$ cat src/sv/hki_pkg.sv
`default_nettype none
// ----------------------------------------------------------------------------
// hki_pkg: shared types and codes of the Hermite keyframe interpolator
// Holds the action and status codes, the command word passed from the front
// end to the back end, and the layout of one stored keyframe.
// ----------------------------------------------------------------------------
package hki_pkg;

  // Action codes as they arrive on the input channel.
  localparam logic [1:0] ACT_CLEAR  = 2'd0;
  localparam logic [1:0] ACT_INSERT = 2'd1;
  localparam logic [1:0] ACT_QUERY  = 2'd2;

  // Status codes returned with every result.
  localparam logic [1:0] ST_OK    = 2'd0;
  localparam logic [1:0] ST_EMPTY = 2'd1;
  localparam logic [1:0] ST_FULL  = 2'd2;

  typedef enum logic [1:0] {
    K_CLEAR,
    K_INSERT,
    K_QUERY,
    K_NOP
  } cmd_kind_e;

  typedef struct packed {
    logic signed [23:0] frame;
    logic signed [31:0] value;
    logic signed [31:0] slope;
  } key_t;

  typedef struct packed {
    cmd_kind_e kind;
    key_t      key;
  } cmd_t;

endpackage
`default_nettype wire

$ cat src/sv/hki_if.sv
`default_nettype none
// ----------------------------------------------------------------------------
// hki_if: channel interfaces of the Hermite keyframe interpolator
// One interface for the command channel and one for the result channel,
// each with valid, ready and the payload.
// ----------------------------------------------------------------------------
interface hki_in_if;
  logic               valid;
  logic               ready;
  logic [1:0]         action;
  logic signed [23:0] frame;
  logic signed [31:0] key_value;
  logic signed [31:0] key_slope;

  modport source (output valid, action, frame, key_value, key_slope, input ready);
  modport sink   (input valid, action, frame, key_value, key_slope, output ready);
endinterface

`default_nettype wire

$ cat src/sv/hki_front.sv
`default_nettype none
// ----------------------------------------------------------------------------
// hki_front: command front end
// Accepts input beats, decodes the action into a command kind and holds the
// commands in a two-entry queue for the back end.
// ----------------------------------------------------------------------------
module hki_front (
  input  wire logic      clk_i,
  input  wire logic      rst_ni,
  hki_in_if.sink         item_i,
  output hki_pkg::cmd_t  cmd_o,
  output logic           cmd_valid_o,
  input  wire logic      cmd_pop_i
);

  hki_pkg::cmd_t slot_q [2];
  hki_pkg::cmd_t cmd_in;
  logic          wptr_q, rptr_q;
  logic [1:0]    fill_q;
  logic          push, pop;

  always_comb begin
    unique case (item_i.action)
      hki_pkg::ACT_CLEAR:  cmd_in.kind = hki_pkg::K_CLEAR;
      hki_pkg::ACT_INSERT: cmd_in.kind = hki_pkg::K_INSERT;
      hki_pkg::ACT_QUERY:  cmd_in.kind = hki_pkg::K_QUERY;
      default:             cmd_in.kind = hki_pkg::K_NOP;
    endcase
    cmd_in.key.frame = item_i.frame;
    cmd_in.key.value = item_i.key_value;
    cmd_in.key.slope = item_i.key_slope;
  end

  assign item_i.ready = (fill_q != 2'd2);
  assign push         = item_i.valid && item_i.ready;
  assign cmd_valid_o  = (fill_q != 2'd0);
  assign pop          = cmd_pop_i && cmd_valid_o;
  assign cmd_o        = slot_q[rptr_q];

  always_ff @(posedge clk_i) begin
    if (push) slot_q[wptr_q] <= cmd_in;
  end

  always_ff @(posedge clk_i or negedge rst_ni) begin
    if (!rst_ni) begin
      wptr_q <= 1'b0;
      rptr_q <= 1'b0;
      fill_q <= 2'd0;
    end else begin
      if (push) wptr_q <= ~wptr_q;
      if (pop)  rptr_q <= ~rptr_q;
      fill_q <= fill_q + 2'(push) - 2'(pop);
    end
  end

endmodule
`default_nettype wire

$ cat src/flat_wrapper.sv
// flat-port wrapper written by rule: the top's interface ports become plain ports
module hki_front_flat 
  (clk_i, rst_ni, cmd_o, cmd_valid_o, cmd_pop_i, item_i_valid, item_i_action, item_i_frame, item_i_key_value, item_i_key_slope, item_i_ready);
  hki_in_if item_i_i ();
  input  wire logic clk_i;
  input  wire logic rst_ni;
  output hki_pkg::cmd_t cmd_o;
  output logic cmd_valid_o;
  input  wire logic cmd_pop_i;
  input wire logic [$bits(item_i_i.valid)-1:0] item_i_valid;
  input wire logic [$bits(item_i_i.action)-1:0] item_i_action;
  input wire logic [$bits(item_i_i.frame)-1:0] item_i_frame;
  input wire logic [$bits(item_i_i.key_value)-1:0] item_i_key_value;
  input wire logic [$bits(item_i_i.key_slope)-1:0] item_i_key_slope;
  output wire logic [$bits(item_i_i.ready)-1:0] item_i_ready;
  assign item_i_i.valid = item_i_valid;
  assign item_i_i.action = item_i_action;
  assign item_i_i.frame = item_i_frame;
  assign item_i_i.key_value = item_i_key_value;
  assign item_i_i.key_slope = item_i_key_slope;
  assign item_i_ready = item_i_i.ready;
  hki_front u_core (.clk_i(clk_i), .rst_ni(rst_ni), .item_i(item_i_i), .cmd_o(cmd_o), .cmd_valid_o(cmd_valid_o), .cmd_pop_i(cmd_pop_i));
endmodule
$ cat config.mk
export PLATFORM = sky130hd
export DESIGN_NAME = hki_front_flat
export DESIGN_NICKNAME = d
export VERILOG_FILES = /design/src/sv/hki_pkg.sv /design/src/sv/hki_if.sv /design/src/sv/hki_front.sv /design/src/flat_wrapper.sv
export SDC_FILE = /design/constraint.sdc
export NUM_CORES = 1
export LEC_CHECK = 0
export ABC_CLOCK_PERIOD_IN_PS = 12700
export BUFFER_PORTS_ARGS = -buffer_cell sky130_fd_sc_hd__clkbuf_2
export CORE_AREA = 3 3 122 124
export CTS_BUF_LIST = sky130_fd_sc_hd__clkbuf_16
export DETAILED_ROUTE_END_ITERATION = 7
export DIE_AREA = 0 0 125 127
export GPL_ROUTABILITY_DRIVEN = 1
export HOLD_SLACK_MARGIN = 0.02
export PLACE_DENSITY = 0.79
export SYNTH_ARGS = -nofsm -noshare
export SYNTH_HDL_FRONTEND = slang
export SYNTH_SLANG_ARGS = --single-unit
$ cat constraint.sdc
create_clock -name clk_i -period 12.7 [get_ports clk_i]
set_input_delay 0.635 -clock clk_i [delete_from_list [all_inputs] [get_ports clk_i]]
set_output_delay 0.635 -clock clk_i [all_outputs]
set_load 0.1 [all_outputs]
* Yosys cells after proc, flatten, opt, wreduce, memory -nomap -nowiden
Memory sizes are Yosys's and may differ from the RTL's.
Cells that the tools add are included.
** Storage, ports and cells
- Flip-flop bits (word level) :: 4
- Bits in writable memories :: 180
- Memories kept :: 1
- Output and inout port bits :: 92
- Logic and storage cells :: 18
** Memory list
- u_core.slot_q :: depth 2, width 90, read ports 1, clocked after Yosys merged registers in 0, write ports 1, RTL line hki_front.sv:16 : hki_pkg::cmd_t slot_q [2];
** Cells by class
- Muxes and demuxes :: 3
- Equality and inequality tests :: 3
- Reduce and logical (&&, ||, !) cells :: 4
- $add $sub $neg :: 2
- Bitwise operators :: 2
** Operator list (count)
- one-hot mux 2 bit (3 select lines) :: 1
- adder 2 x 1 -> 2 bit :: 1
- equality test 2 x 1 -> 1 bit, second input constant :: 1
- equality test 2 bit, second input constant :: 1
- logical AND 1 bit :: 2
- zero test 2 bit :: 1
- two-way mux 1 bit :: 2
- != test 2 bit, second input constant :: 1
- NOT 1 bit :: 2
- nonzero test 2 bit :: 1
- subtractor 2 x 1 -> 2 bit :: 1

* Longest topological paths before layout
Gate-level depths: netlist (run 1).
- Depth in word-level cells :: 4
- Gate-level depth with buffers :: 7
- Mapped depth without buffers :: 7

* Worst setup path before layout (run 1)
Ideal clock, no wire load.
- Kind :: register -> register
- From :: register u_core.fill_q[0]
- To :: memory u_core.slot_q[0][0] in the netlist's numbering, enable pin
- Path buffers :: 0
- Data required time :: 12160 ps
- Cell stages (with the launch flop) :: 4
- Arrival time :: 5174 ps
- Library setup time :: 540 ps
- Setup slack :: 6987 ps
- Path through :: dfrtp_1 > nand2b_1 > nand2_1 > nor2_1
** Between the ends
- Word-level cells in the longest chain between the ends :: 4
** RTL lines
- start, declared :: RTL line hki_front.sv:19 : logic [1:0] fill_q;
- start signal, assigned :: RTL line hki_front.sv:52 : fill_q <= fill_q + 2'(push) - 2'(pop);
- != test 2 bit :: RTL line hki_front.sv:34 : assign item_i.ready = (fill_q != 2'd2);
- named net item_i_ready :: RTL line flat_wrapper.sv:15 : output wire logic [$bits(item_i_i.ready)-1:0] item_i_ready;
- logical AND 1 bit :: RTL line hki_front.sv:35 : assign push = item_i.valid && item_i.ready;
- two-way mux 1 bit :: RTL line hki_front.sv:41 : if (push) slot_q[wptr_q] <= cmd_in;
- two-way mux 1 bit (not written as such) :: RTL line hki_front.sv:41
- end, declared :: RTL line hki_front.sv:16
The timed path passes the listed nets, and every way through them passes these cells.

==> run summary, run 1 <==
status = finished clean
initial antenna violation count = 0
synth warn = 0
vias in the first global route = 3684
fillers = 1008
die area = 15900 um2
DRT Wirelength = 12200 um
Period minus WS final = 3.65 ns
CTS Buf Count = 17
Post-Place Cell Area = 8150 um2
die height = 127 um
IO buf count = 185
CP max stage cell = dfrtp_4
Final Max Tran Viols = 0
Final #Nets = 593
Max Clk Rate = 274 MHz
final worst path period share = 28.7%
largest net degree at the start of global routing = 51
Yosys reg bits = 184
post-cts resize count = 0
GRT Total Usage = 15.7%
io pins = 186
Max stage delay on crit path = 0.96 ns
Die Wd = 125 um
H-tree depth = 4
Final setup viols = 0
post-cts hold buffer count = 1
Initial DRC Count = 176
CP required = 12.06 ns
Syn Area/Cell = 23.8 um2
Core Region = 13900 um2
startpoint types = flop
Design Area, Final = 8710 um2
post-route ant nets = 0
Post CTS Setup Buffer Count = 0
Cell Area, Synth = 7160 um2
Vias = 3379
wire per inst = 17.8 um
unrepaired setup endpoints after global routing = false
area occupied by multi-input gates = 1450 um2
Crit. End Element = output port
Hold Fails Final Rpt = 0
worst rel slew slack = 22.3%
Slew @ Worst Pin = 1.16 ns
Cell Chain, Critical Path = buf_4 > mux2_4 > clkbuf_2
family with the most delay on the worst path = buffers and inverters
Worst Skew = 0.00663 ns
WS Path Type = reg -> out
ant diodes = 0
CTS tree = done
register area share after synthesis = 76.9%
clk_lat worst skew = 0.42 ns
Rows = 43
worst path arrival time = 3.01 ns
Core Util, Final = 62.7%
Initial Utilization = 51.6%
HP Class = in -> reg
routability cong. = 0.743
Clk pin slew, worst setup/hold paths = 0.06 ns
Pre-antenna DRT Iters = 4
Synth-to-Final Area Change = 21.7%
total gr overflow = 0
Reg area = 5510 um2
Yosys cell types = 17
Max-cap violations = 0
layout cells sized above 1 = 61.1%
Sum Neg Setup Slack = 0 ns
vias per inst = 4.90
Syn Inst Count = 301
drc violations = 0
Synthesized Nets = 397
first-pass GRT wire length = 19000 um
CP max FO = 47
clk buf depth = 2
CP Buf/Inv Count = 2
HPWL after detailed placement = 8460 um
CTS root buf = clkbuf_16
clock sink count = 184
worst paths after layout:
check,start,endpoint,slack (ns),depth (start not counted)
worst max-delay path,u_core.rptr_q,cmd_o[33],9.05,3
worst min-delay path,item_i_key_slope[23],u_core.slot_q[0][23],0.40,1
worst max register to register,u_core.fill_q[1],u_core.slot_q[0][13],10.01,4
worst min register to register,u_core.fill_q[1],u_core.fill_q[1],0.55,1
max in group asynchronous,rst_ni,u_core.rptr_q,11.97,2
min in group asynchronous,rst_ni,u_core.rptr_q,0.58,2
cell families after synthesis:
| logic type | Yosys count | synth area share, % |
|---|---|---|
| adder cells (fa/ha/maj) | 2 | 0.350 |
| buffers and inverters | 15 | 2.94 |
| flip-flops | 184 | 76.9 |
| XOR/XNOR | 4 | 0.490 |
| AND/OR/NAND/NOR | 6 | 0.455 |
| multiplexers | 90 | 18.8 |
cells in the mapped netlist:
cell / n / area share [%]
and2_1: 1 / 0.087
and3_1: 1 / 0.087
buf_12: 9 / 2.5
buf_6: 1 / 0.16
clkbuf_1: 2 / 0.10
dfrtp_1: 4 / 1.4
edfxtp_1: 180 / 76
ha_1: 2 / 0.35
inv_1: 3 / 0.16
mux2_2: 1 / 0.16
mux2_4: 89 / 19
nand2_1: 1 / 0.052
nand2b_1: 1 / 0.087
nor2_1: 1 / 0.052
or2_1: 1 / 0.087
xnor2_1: 3 / 0.37
xor2_1: 1 / 0.12
per-stage QoR:
stage / cells / worst slack (ns) / hold slack, ns
after global placement: 657 / 9.52 / 0.444
after CTS: 689 / 9.01 / 0.375
after floorplan: 301 / 6.99 / 0.339
after global routing: 689 / 8.89 / 0.375
after detailed placement: 657 / 9.48 / 0.453
final: 689 / 9.05 / 0.402
layout by cell type (no fill, tap or decap):
cell             n
inv_1            3
mux2_2           1
xor2_1           1
clkbuf_16       17
dlygate4sd3_1    1
xnor2_1          3
dfrtp_4          1
dfrtp_1          3
buf_4            3
bufinv_16        1
edfxtp_1       180
nand2b_1         1
ha_1             2
clkinv_1         1
clkbuf_2       185
or2_1            1
mux2_4          89
nand2_1          1
inv_6            3
clkinv_2         3
nor2_4           1
clkinv_4         5
clkinvlp_4       1
and3_4           1
and2_1           1
area by class of cell:
class	instances	area share, %
flip-flops and latches	184	63.3
multi-input cells	102	16.7
repair buffers	189	11.0
clock buffers	17	4.89
well taps	180	2.59
clock inverters	14	1.45
inverters	3	0.129
registers in the layout, indices dropped and copies added (netlist names):
name           count
u_core.fill_q      2
u_core.rptr_q      1
u_core.slot_q    180
u_core.wptr_q      1
metal layers:
layer	share of wire, %	GRT usage, %
met4	2.3	7.65
met3	7.0	5.77
met1	37	17.1
met2	54	27.3
met5	0	0
Power of run 1 is left out: the tool's default activity adds up to more than one toggle a clock period on the data nets, which glitch-free logic cannot reach.
==> run 2: changes to the inputs <==
- ABC_AREA: not set -> 1
- ABC_CLOCK_PERIOD_IN_PS: 12700 -> 3150
- CORE_AREA: 3 3 122 124 -> 3 3 125 127
- DIE_AREA: 0 0 125 127 -> 0 0 128 130
- PLACE_DENSITY: 0.79 -> 0.77
- clock period: 12.7 -> 3.15 ns (I/O delays scaled with it)
==> run summary, run 2 <==
family with the most delay on the worst path = buffers and inverters (unchanged)
first-pass GRT wire length = 23500 um (was 19000 um)
most frequent CP cell = nand2_1
R2R cell count = 4 (unchanged)
Most flops, register = u_core.slot_q (unchanged)
CP startpoint = u_core.rptr_q (unchanged)
IO buf count = 185 (unchanged)
biggest regs = u_core.slot_q x180, u_core.fill_q x2 (unchanged)
Sum Neg Setup Slack = 0 ns (unchanged)
DRT Wirelength = 14900 um (was 12200 um)
synth cell count leaders = 283 x nand2_1, 180 x edfxtp_1, 9 x buf_2, 9 x clkbuf_8, 9 x inv_1 (was 180 x edfxtp_1, 89 x mux2_4, 9 x buf_12, 4 x dfrtp_1)
ys flop type = edfxtp_1 (unchanged)
drc violations = 0 (unchanged)
Cell Area, Synth = 6840 um2 (was 7160 um2)
routability cong. = 0.749 (was 0.743)
vias in the first global route = 4887 (was 3684)
Post CTS Setup Buffer Count = 0 (unchanged)
CP required = 2.99 ns (was 12.06 ns)
startpoint types = flop (unchanged)
GRT Total Usage = 18.4% (was 15.7%)
worst path arrival time = 2.11 ns (was 3.01 ns)
Clk pin slew, worst setup/hold paths = 0.06 ns (about the same)
wire per inst = 15.1 um (was 17.8 um)
r2r setup slk = 1.45 ns (was 10.01 ns)
final worst path period share = 72.1%
Synth-to-Final Area Change = 39.8% (was 21.7%)
R2R Path End = u_core.slot_q[1][87] (was u_core.slot_q[0][13])
H-tree depth = 4 (unchanged)
pre-CTS setup slack = 1.34 ns (was 9.48 ns)
HPWL after detailed placement = 8910 um (was 8460 um)
setup slack after layout = 0.878 ns (was 9.05 ns)
post-cts hold buffer count = 92 (was 1)
fillers = 1078 (was 1008)
io pins = 186 (unchanged)
CP Buf/Inv Count = 3 (was 2)
Async SR Flop Fraction = 2.17% (unchanged)
CP max FO = 46 (was 47)
clock sink count = 184 (unchanged)
Max Clk Rate = 440 MHz
CTS Buf Count = 17 (unchanged)
worst rel slew slack = 55.5% (was 22.3%)
most common cell in the netlist = nand2_1 (was edfxtp_1)
Worst Skew = 0.00814 ns (was 0.00663 ns)
Yosys cell types = 12 (was 17)
Syn Inst Count = 504 (was 301)
Cell Chain, Critical Path = inv_2 > buf_4 > nand2_1 > nand2_1 > clkbuf_2 (was buf_4 > mux2_4 > clkbuf_2)
clk_lat worst skew = 0.42 ns (about the same)
Core Region = 14500 um2 (was 13900 um2)
Max stage delay on crit path = 0.50 ns (was 0.96 ns)
die height = 130 um (was 127 um)
post-route ant nets = 0 (unchanged)
ant diodes = 0 (unchanged)
largest net degree at the start of global routing = 91 (was 51)
area occupied by multi-input gates = 1110 um2 (was 1450 um2)
CP Depth = 5 (was 3)
Synthesized Nets = 600 (was 397)
Crit. End Element = output port (unchanged)
Yosys reg bits = 184 (unchanged)
commonest non-fill, non-tap cell in the layout = nand2_1 (was clkbuf_2)
Largest register FFs = 180 (unchanged)
status = finished clean (unchanged)
post-cts resize count = 0 (unchanged)
Pre-antenna DRT Iters = 4 (unchanged)
Core Util, Final = 65.7% (was 62.7%)
Final setup viols = 0 (unchanged)
Max-cap violations = 0 (unchanged)
die area = 16600 um2 (was 15900 um2)
Die Wd = 128 um (was 125 um)
initial antenna violation count = 0 (unchanged)
register area share after synthesis = 80.5% (was 76.9%)
Initial DRC Count = 243 (was 176)
CTS tree = done (unchanged)
Reg area = 5510 um2 (about the same)
Period minus WS final = 2.27 ns
Fin Hold WS = 0.0857 ns (was 0.402 ns)
unrepaired setup endpoints after global routing = false (unchanged)
CP max stage cell = dfrtp_2 (was dfrtp_4)
Final #Nets = 882 (was 593)
synth warn = 0 (unchanged)
reg2reg start = u_core.fill_q[1] (unchanged)
Synth area leaders = edfxtp_1 79%, nand2_1 16%, clkbuf_8 1.8% (was edfxtp_1 76%, mux2_4 19%, buf_12 2.5%)
Final Max Tran Viols = 0 (unchanged)
Syn Area/Cell = 13.6 um2 (was 23.8 um2)
Vias = 4564 (was 3379)
share of the synthesized area in the top cell type = 79.1% (was 75.5%)
Hold Fails Final Rpt = 0 (unchanged)
Slew @ Worst Pin = 0.667 ns (was 1.16 ns)
EDFF count, synth = 180 (unchanged)
most frequent cells in the layout = 283 x nand2_1, 180 x edfxtp_1, 119 x clkbuf_2 (was 185 x clkbuf_2, 180 x edfxtp_1, 89 x mux2_4)
total gr overflow = 0 (unchanged)
leading area contributor after synthesis = edfxtp_1 (unchanged)
CTS root buf = clkbuf_16 (unchanged)
HP Class = in -> reg (unchanged)
CP Capture Point = cmd_o[24] (was cmd_o[33])
Initial Utilization = 47.0% (was 51.6%)
vias per inst = 4.64 (was 4.90)
Rows = 44 (was 43)
clk buf depth = 2 (unchanged)
layout cells sized above 1 = 28.0% (was 61.1%)
WS Path Type = reg -> out (unchanged)
## run 2: cell count changes after synthesis, moves of 6 or more
cell / delta
clkbuf_8: +9
inv_1: +6
mux2_4: -89
buf_12: -9
nand2_1: +282
buf_2: +9
## run 2: area by class of cell
class / count / share of cell area [%]
sequential: 184 / 57.6
tap: 184 / 2.41
multi-input combinational: 289 / 11.7
clock buffer: 17 / 4.45
clock inverter: 15 / 1.69
timing repair buffer: 284 / 21.7
inverter: 10 / 0.432
## run 2: worst min path at each step
stage	from	end	cells after the start
6_report	item_i_valid	u_core.wptr_q	3
5_1_grt	rst_ni	u_core.wptr_q	2
4_1_cts	item_i_valid	u_core.wptr_q	3
3_5_place_dp	rst_ni	u_core.wptr_q	1
3_3_place_gp	rst_ni	u_core.fill_q[1]	1
2_1_floorplan	rst_ni	u_core.fill_q[0]	0
## run 2: cell families (layout without fill, tap and decap cells)
group | after synthesis | count (layout) | share of synthesized area (%)
buffers and inverters | 31 | 326 | 3.29
adders and majority gates | 2 | 2 | 0.366
DFF | 184 | 184 | 80.5
and+or+nand+nor | 287 | 287 | 15.8
## run 2: tightest hold or removal path: cells and delay by family
family	cells	cell delay, ns
buf+inv	1	0.09
simple gates	2	0.22
## run 2: through the flow
stage	instances	instance area [um2]
after global routing	983	9560
after floorplan	504	6850
after detailed placement	859	8050
after global placement	859	8050
after CTS	983	9560
final	983	9560
## run 2: layer usage
layer	part of all wire, %	track usage (%)
met1	39	20.7
met2	52	32.7
met3	6.1	5.53
met4	2.8	7.99
met5	0	0
Power of run 2 is left out for the same reason.
